--- src/rtl/lat_pkg.sv ---
// constants, types and helpers of the toroidal life automaton
// used by every other file of the block but the assertion macro header
package lat_pkg;

  localparam int GRID_ROWS = 42;
  localparam int GRID_COLS = 80;

  localparam int OP_W   = 2;
  localparam int ROW_W  = 6;
  localparam int COL_W  = 7;
  localparam int CHAR_W = 8;
  localparam int NBR_W  = 4;

  localparam int ROW_AW = $clog2(GRID_ROWS);
  localparam int COL_IW = $clog2(GRID_COLS);
  localparam int CNT_W  = $clog2(GRID_ROWS + 2);

  localparam logic [CNT_W-1:0]  CLR_LAST  = CNT_W'(GRID_ROWS - 1);
  localparam logic [CNT_W-1:0]  COPY_LAST = CNT_W'(GRID_ROWS - 1);
  localparam logic [CNT_W-1:0]  GEN_LAST  = CNT_W'(GRID_ROWS + 1);
  localparam logic [CNT_W-1:0]  GEN_WR_FIRST = CNT_W'(2);
  localparam logic [CNT_W-1:0]  GEN_ROW0 = CNT_W'(1);
  localparam logic [ROW_AW-1:0] LAST_ROW_ADDR = ROW_AW'(GRID_ROWS - 1);

  localparam logic [CHAR_W-1:0] CHAR_BASE   = CHAR_W'(161);
  localparam logic [NBR_W-1:0]  BIRTH_CNT   = NBR_W'(3);
  localparam logic [NBR_W-1:0]  SURVIVE_CNT = NBR_W'(2);

  typedef logic [GRID_COLS-1:0] row_t;
  typedef logic [ROW_AW-1:0]    raddr_t;

  typedef enum logic [OP_W-1:0] {
    OP_WRITE   = 2'd0,
    OP_STEP    = 2'd1,
    OP_RESTORE = 2'd2,
    OP_READ    = 2'd3
  } op_t;

  typedef enum logic [2:0] {
    ST_CLEAR,
    ST_IDLE,
    ST_CELL,
    ST_GEN,
    ST_COPY,
    ST_BLK0,
    ST_BLK1,
    ST_RESP
  } state_t;

  typedef struct packed {
    raddr_t rd_addr;
    logic   live_we;
    logic   saved_we;
    raddr_t wr_addr;
    row_t   live_wdata;
    row_t   saved_wdata;
  } mem_req_t;

  typedef struct packed {
    row_t up;
    row_t cur;
    row_t dn;
  } rule_win_t;

  function automatic logic row_ok(input logic [ROW_W-1:0] r);
    return 32'(r) < GRID_ROWS;
  endfunction

  function automatic logic col_ok(input logic [COL_W-1:0] c);
    return 32'(c) < GRID_COLS;
  endfunction

  function automatic logic blk_row_ok(input logic [ROW_W-1:0] r);
    return (32'(r) << 1) < GRID_ROWS;
  endfunction

  function automatic logic blk_row1_ok(input logic [ROW_W-1:0] r);
    return ((32'(r) << 1) + 32'd1) < GRID_ROWS;
  endfunction

  function automatic logic blk_col_ok(input logic [COL_W-1:0] c);
    return (32'(c) << 1) < GRID_COLS;
  endfunction

  function automatic logic blk_col1_ok(input logic [COL_W-1:0] c);
    return ((32'(c) << 1) + 32'd1) < GRID_COLS;
  endfunction

endpackage

--- src/rtl/lat_rule.sv ---
// next state of one whole row from the rows above, at and below it
// wrap-around columns; depends on lat_pkg
module lat_rule (
  input  lat_pkg::rule_win_t win,
  output lat_pkg::row_t      nxt
);
  import lat_pkg::*;

  for (genvar c = 0; c < GRID_COLS; c++) begin : g_cell
    localparam int LF = (c + GRID_COLS - 1) % GRID_COLS;
    localparam int RT = (c + 1) % GRID_COLS;
    logic [NBR_W-1:0] nbr;

    assign nbr = NBR_W'(win.up[LF]) + NBR_W'(win.up[c]) + NBR_W'(win.up[RT])
               + NBR_W'(win.cur[LF]) + NBR_W'(win.cur[RT])
               + NBR_W'(win.dn[LF]) + NBR_W'(win.dn[c]) + NBR_W'(win.dn[RT]);
    assign nxt[c] = (nbr == BIRTH_CNT) || (win.cur[c] && (nbr == SURVIVE_CNT));
  end
endmodule

--- config.mk ---
export PLATFORM = sky130hd
export DESIGN_NAME = lat_rule
export DESIGN_NICKNAME = d
export VERILOG_FILES = /design/src/rtl/lat_pkg.sv /design/src/rtl/lat_rule.sv
export SDC_FILE = /design/constraint.sdc
export NUM_CORES = 1
export LEC_CHECK = 0
export ABC_CLOCK_PERIOD_IN_PS = 6150
export BUFFER_PORTS_ARGS = -buffer_cell sky130_fd_sc_hd__buf_2
export CORE_UTILIZATION = 50
export DETAILED_ROUTE_END_ITERATION = 16
export PLACE_DENSITY_LB_ADDON = 0.12
export REMOVE_ABC_BUFFERS = 1
export SYNTH_ARGS = -nofsm -noshare
export SYNTH_HDL_FRONTEND = slang
export SYNTH_SLANG_ARGS = --single-unit
--- constraint.sdc ---
create_clock -name vclk -period 6.15
set_input_delay 0.615 -clock vclk [all_inputs]
set_output_delay 0.615 -clock vclk [all_outputs]
set_load 0.03 [all_outputs]
# ---- After elaboration in Yosys (flattened, before gate mapping)
# Index checks and enable logic that the tools add are counted.
# Widths: inputs -> output; s select.
dict set report op_classes {
  eq_ne 160
  n_reduce_logical 160
  n_addsub 560
}
# op n
set op_table {}
lappend op_table {{$add 4x1->4} 320}
lappend op_table {{$eq 4x2->1 const B} 160}
lappend op_table {{$add 3x1->4} 80}
lappend op_table {{$add 2x1->3} 80}
lappend op_table {{$add 1x1->2} 80}
lappend op_table {{$logic_and 1x1->1} 80}
lappend op_table {{$logic_or 1x1->1} 80}
dict set report totals {
  word_cells 880
  ff_bits 0
  in_bits 240
}

# ---- Longest topological paths before layout
# Gate-level depths: netlist of run 1.
dict set report depth {
  ltp_word 10
  mapped_depth 9
  mapped_depth_nobuf 9
}

# ---- Least setup slack after synthesis of run 1
# Ideal clock, no wire load.
dict set report synth_path {
  path_kind {input to output}
  from {input win[0] in the netlist's numbering}
  to {output nxt[79]}
  stages 9
  path_slack_ps 2078
  path_buffers 0
  required_ps 5535
  t_arrival_ps 3457
  cell_sequence {inv_1 > fa_1 > fa_1 > fa_1 > inv_1 > ha_1 > fa_1 > or2_0 > a21oi_1}
}
dict set report synth_via {
  elab_chain_len 4
  elab_cells_between_ends 5
}
# item line
set synth_lines {}
lappend synth_lines {{start, declared} lat_rule.sv:4} ;# input lat_pkg::rule_win_t win,
lappend synth_lines {{$add 4x1->4 *} lat_rule.sv:16} ;# + NBR_W'(win.dn[LF]) + NBR_W'(win.dn[c]) + NBR_W'(win.dn[RT]);
lappend synth_lines {{$eq 4x2->1} lat_rule.sv:17} ;# assign nxt[c] = (nbr == BIRTH_CNT) || (win.cur[c] && (nbr == SURVIVE_CNT));
lappend synth_lines {{$logic_and 1x1->1} lat_rule.sv:17}
lappend synth_lines {{$logic_or 1x1->1 *} lat_rule.sv:17}
lappend synth_lines {{end, declared} lat_rule.sv:5} ;# output lat_pkg::row_t nxt
# Every way passes the cells marked *; elsewhere a longest branch is shown, timed or not.

# ---- Worst setup path in the final report of run 1
dict set report layout_path {
  from {input win[41] in the netlist's numbering}
  to {output nxt[42]}
}
dict set report layout_via {
  elab_chain_len 6
  elab_cells_between_ends 7
}
# item line
set layout_lines {}
lappend layout_lines {{$add 4x1->4 * (3 in series)} lat_rule.sv:16}
lappend layout_lines {{$eq 4x2->1} lat_rule.sv:17}
lappend layout_lines {{$logic_and 1x1->1} lat_rule.sv:17}
lappend layout_lines {{$logic_or 1x1->1 *} lat_rule.sv:17}
# Marks and branches as above.

==> impl_results.md, run 1 <==
- Setup crit start kind: primary input
- Seq/Total Area, Yosys: 0
- Critical path class: primary input to output port
- Switching share of power: 0.604
- Peak supply drop: 0.000137 V
- Slew @ Worst Pin: 0.233 ns
- Area of the core: 26,800 um^2
- Placed Cells: 2,180
- Fill count: about 2,500
- RSZ-0062 raised after global routing: false
- Synth warnings: 0
- Slew Limit Fails: 0
- Detailed Route Iter0 Violations: 210
- Critical Path AT: 3.57 ns
- Util after Layout: 0.584
- Via density: 4.72
- Net load switching power: 0.00175 W
- Max_slew headroom: 0.844
- Share of cells above drive strength 1: 0.174
- Clk pwr share: 0
- Setup TNS: 0 ns
- Post-CTS Hold Buffers: 0
- Final WL: 27,000 um
- Commonest non-fill, non-tap cell in the layout: inv_1
- Grt ovf: 0
- Num ports: 320
- Synthesized cell area: 13,600 um^2
- Die area: 27,900 um^2
- Logic pwr share: 1.000
- Row count: 60
- Final setup viols: 0
- Fmax: 239 MHz
- Multi-input logic area: 11,500 um^2
- Worst min-delay path class: primary input to output port
- Worst setup EP type: output port
- Initial antenna violation count: 12
- Status: finished clean
- Clock buffer cells: 0
- Nets: 2,641
- Routability cong.: 0.842
- Die Wd: 167 um
- Global-route wire length before repair: just under 50,000 um
- PwrDens: 185 nW/um^2
- Cell area after placement: 15,600 um^2
- Largest net degree at the start of global routing: 4
- Routed via count: 10,300
- Int Pwr: between 0.001 and 0.0015 W
- Storage element area: 0 um^2
- Initial Utilization: 0.508
- Resized cells post-CTS: 0
- Wire per inst: 12.3 um
- Chip Height: 167 um
- Hold Vio Cnt, Final: 0
- Post-Layout Inst Area: 15,700 um^2
- Cell variety after synth: 8
- Lkg Pwr: ~9 nW
- Most frequent cells in the layout: inv_1 (559), fa_1 (320), buf_2 (320)
- DRC: 0
- Post-synthesis area per instance: ~9 um^2
- Seq cells: 0
- Final min period: roughly 4.2 ns
- Post-CTS setup buffer count: 0
- Hpwl dp: 26,600 um
- DRT antenna net count: 0
- Area growth from synthesis to layout: 15.0%
- Port Buf Inserts: 320
- Number of global-route vias before repair: 11,200
- All-Layer GR Usage: 0.206
- DR pass1 iterations: 4
- Critical Path RT: 5.53 ns
- Post-synthesis cell count: between 1,500 and 2,000
- Flop pwr share: 0
- Number of max-cap violations: 0
- Non-filler cells in the finished layout: 2,188
- Worst Path Max Fanout: 2
- Tcrit/Tclk final: 0.681
==> Yosys cell counts (all sizes together) <==
cell / n / area (um^2)
fa: 320 / 6410
ha: 240 / 3000
or2: 80 / 500
nand3: 80 / 400
inv: 559 / 2100
a21oi: 160 / 801
o21ai: 80 / 400
==> final timing paths <==
| check | start | end | depth (start not counted) |
|---|---|---|---|
| setup / recovery | win[41] | nxt[42] | 11 |
| hold / removal | win[123] | nxt[43] | 4 |
==> kinds of logic (layout without fill, tap and decap cells) <==
kind of cell,after synthesis,count (layout),share of synthesized area
other cells,0,8,0
buf+inv,559,879,0.154
fa+ha+maj,560,560,0.691
compound gates,240,240,0.0883
simple gates,160,160,0.0662
==> worst max-delay path, cell delays in order <==
cell     delay, ns
buf_2         0.10
inv_1         0.07
fa_1          0.56
fa_1          0.44
fa_1          0.49
inv_1         0.04
ha_1          0.19
fa_1          0.38
or2_0         0.21
a21oi_1       0.22
buf_2         0.25
==> layer usage <==
metal  share of wire  GRT usage  vias up  wire [um]
li1                -          -     5217          -
met1            0.43      0.265     4852      11600
met2            0.50      0.372      212      13400
met3           0.050     0.0269       42       1360
met4           0.023     0.0390       10        623
met5          0.0022          0        -         59
==> through the flow <==
stage | setup WS [ns] | power [W] | hold slack, ns
3_3_place_gp | 1.98 | 0.00283 | 1.67
3_5_place_dp | 1.96 | 0.00293 | 1.67
6_report | 1.96 | 0.00290 | 1.68
2_1_floorplan | 2.08 | 0.00216 | 1.48
4_1_cts | 1.94 | 0.00295 | 1.68
5_1_grt | 1.81 | 0.00342 | 1.70
==> power by group through the flow <==
stage / Combinational [W] / Clock, W / Sequential (W)
finish: 0.00290 / 0.000000000174 / 0
global route: 0.00342 / 0.000000000109 / 0
global placement: 0.00283 / 0 / 0
floorplan: 0.00216 / 0 / 0
detailed placement: 0.00293 / 0 / 0
CTS: 0.00295 / 0 / 0
==> final cells by class <==
class                      count  share of cell area
inverter                     559               0.134
tap                          341              0.0272
timing repair buffer         320               0.102
multi-input combinational    960               0.735
antenna                        8             0.00128
Power figures use the tool's default switching activity.
==> run 2, diff against run 1 <==
--- a/config.mk
+++ b/config.mk
@@ -5,7 +5,8 @@
 export SDC_FILE = /design/constraint.sdc
 export NUM_CORES = 1
 export LEC_CHECK = 0
-export ABC_CLOCK_PERIOD_IN_PS = 6150
+export ABC_AREA = 1
+export ABC_CLOCK_PERIOD_IN_PS = 3700
 export BUFFER_PORTS_ARGS = -buffer_cell sky130_fd_sc_hd__buf_2
 export CORE_UTILIZATION = 50
 export DETAILED_ROUTE_END_ITERATION = 16
==> constraint.sdc (replaced) <==
create_clock -name vclk -period 3.7
set_input_delay 0.37 -clock vclk [all_inputs]
set_output_delay 0.37 -clock vclk [all_outputs]
set_load 0.03 [all_outputs]
==> impl_results.md, run 2 <==
- Critical Path Start: win[59]
- Row count: 61
- Worst setup EP type: output port
- Critical Path RT: 3.33 ns
- Detailed Route Iter0 Violations: ~340
- Initial Utilization: 0.515
- Post-CTS setup buffer count: 0
- Hold Vio Cnt, Final: 0
- Synthesized cell area: 14,500 um^2
- Commonest non-fill, non-tap cell in the layout: inv_1
- Share of cells above drive strength 1: 0.164
- Wire per inst: 11.3 um
- Worst min-delay path class: primary input to output port
- Critical Path AT: 3.24 ns
- Num ports: 320
- Die Wd: 172 um
- Final WL: approximately 29,000 um
- Int Pwr: 0.00222 W
- Post-synthesis area per instance: 7.89 um^2
- Grt ovf: 0
- Slew Limit Fails: 0
- Final setup viols: 0
- Via density: roughly 4.4
- Net load switching power: between 0.003 and 0.004 W
- Clk pwr share: 0
- Min-delay src: win[108]
- Seq/Total Area, Yosys: 0
- Die area: ~30,000 um^2
- Top cells by count, synth: inv_1 (799), fa_1 (320), ha_1 (240), nand2_1 (240), nand3_1 (160)
- Number of global-route vias before repair: between 10,000 and 15,000
- Switching share of power: 0.601
- Area contributors post-synth: fa_1 (44%), ha_1 (21%), inv_1 (21%)
- Final min period: approximately 3.6 ns
- Fmax: 277 MHz
- RSZ-0062 raised after global routing: true
- Largest net degree at the start of global routing: 4
- Critical path class: primary input to output port
- Most frequent cells in the layout: inv_1 (789), fa_1 (319), buf_2 (288)
- Tcrit/Tclk final: 0.976
- Logic pwr share: 1.000
- Post-CTS Hold Buffers: 0
- Critical Path Sink: nxt[60]
- Lkg Pwr: 10.4 nW
- Synth top area share: 0.441
- Status: finished clean
- Max_slew headroom: 0.841
- Chip Height: 172 um
- Port Buf Inserts: 320
- Flop pwr share: 0
- Hpwl dp: 28,400 um
- Setup crit start kind: primary input
- Slew @ Worst Pin: 0.238 ns
- Worst Path Max Fanout: 2
- DR pass1 iterations: 6
- All-Layer GR Usage: 0.206
- Peak supply drop: 0.000241 V
- Initial antenna violation count: 13
- DRC: 0
- Post-synthesis cell count: 1,839
- Worst Hold Slack: 1.26 ns
- Number of max-cap violations: 0
- PwrDens: 331 nW/um^2
- Nets: 2,970
- Synth area leader: fa_1
- DRT antenna net count: 0
- Cell with the most instances after synthesis: inv_1
- Area growth from synthesis to layout: 15.9%
- Seq cells: 0
- Post-Layout Inst Area: 16,800 um^2
- Cell area after placement: 16,700 um^2
- Cell variety after synth: 6
- Routed via count: 11,400
- Area of the core: 28,200 um^2
- Synth warnings: 0
- Clock buffer cells: 0
- Global-route wire length before repair: 50,600 um
- Routability cong.: 0.833
- Storage element area: 0 um^2
==> run 2: changes by cell type after synthesis, sizes merged <==
cell	change
or2	-80
nand2	+240
nand3	+80
inv	+240
a21oi	-80
o21ai	-80
==> run 2: area by class of cell <==
| cell class | count | area (um^2) |
|---|---|---|
| Fill cell | 2651 | 11300 |
| Multi-Input combinational cell | 1040 | 11600 |
| Timing Repair Buffer | 329 | 1760 |
| Antenna cell | 10 | 25.0 |
| Tap cell | 378 | 473 |
| Inverter | 799 | 3000 |
==> run 2: worst min-delay path by stage <==
stage | end | slack (ns) | cells past startpoint
2_1_floorplan | nxt[0] | 1.05 | 4
3_3_place_gp | nxt[58] | 1.28 | 6
3_5_place_dp | nxt[58] | 1.29 | 6
4_1_cts | nxt[70] | 1.29 | 6
5_1_grt | nxt[0] | 1.31 | 6
6_report | nxt[28] | 1.26 | 6
==> run 2: timing repair <==
action	4_1_cts	5_1_grt
hold endpoints to repair	0	0
gates resized for setup	0	85
endpoints found under the setup margin	0	32
==> run 2: power by group through the flow <==
stage,combinational (W),sequential [W],clock (W)
final,0.00557,0,0.000000000362
after global routing,0.00650,0,0.000000000181
after CTS,0.00552,0,0
after detailed placement,0.00548,0,0
after global placement,0.00525,0,0
after floorplan,0.00409,0,0
==> run 2: critical path, cell delays in order <==
cell	delay, ns
buf_2	0.09
inv_1	0.08
fa_1	0.55
fa_1	0.43
fa_1	0.49
inv_1	0.04
ha_1	0.21
fa_1	0.48
nand3_1	0.08
a21oi_1	0.17
buf_2	0.23
==> run 2: kinds of logic (layout without fill, tap and decap cells) <==
family	after synthesis	count (layout)	synth area share
fa+ha+maj	560	560	0.648
other cells	0	10	0
compound gates	80	80	0.0276
simple gates	400	400	0.117
buf+inv	799	1128	0.207
==> run 2: through the flow <==
| stage | instances | power (W) | TNS, ns | util | setup WS, ns |
|---|---|---|---|---|---|
| final | 2556 | 0.00557 | 0 | 0.597 | 0.0894 |
| after global routing | 2551 | 0.00650 | -0.0389 | 0.597 | -0.0329 |
| after CTS | 2546 | 0.00552 | 0 | 0.591 | 0.0175 |
| after detailed placement | 2546 | 0.00548 | 0 | 0.591 | 0.0156 |
| after global placement | 2546 | 0.00525 | 0 | 0.591 | 0.0473 |
| after floorplan | 1839 | 0.00409 | 0 | - | 0.166 |
==> run 2: layer usage <==
layer	global-route usage	part of all wire	vias up
met5	0	0.0019	-
met2	0.376	0.49	216
li1	-	-	5880
met1	0.262	0.43	5226
met4	0.0219	0.014	8
met3	0.0350	0.061	30
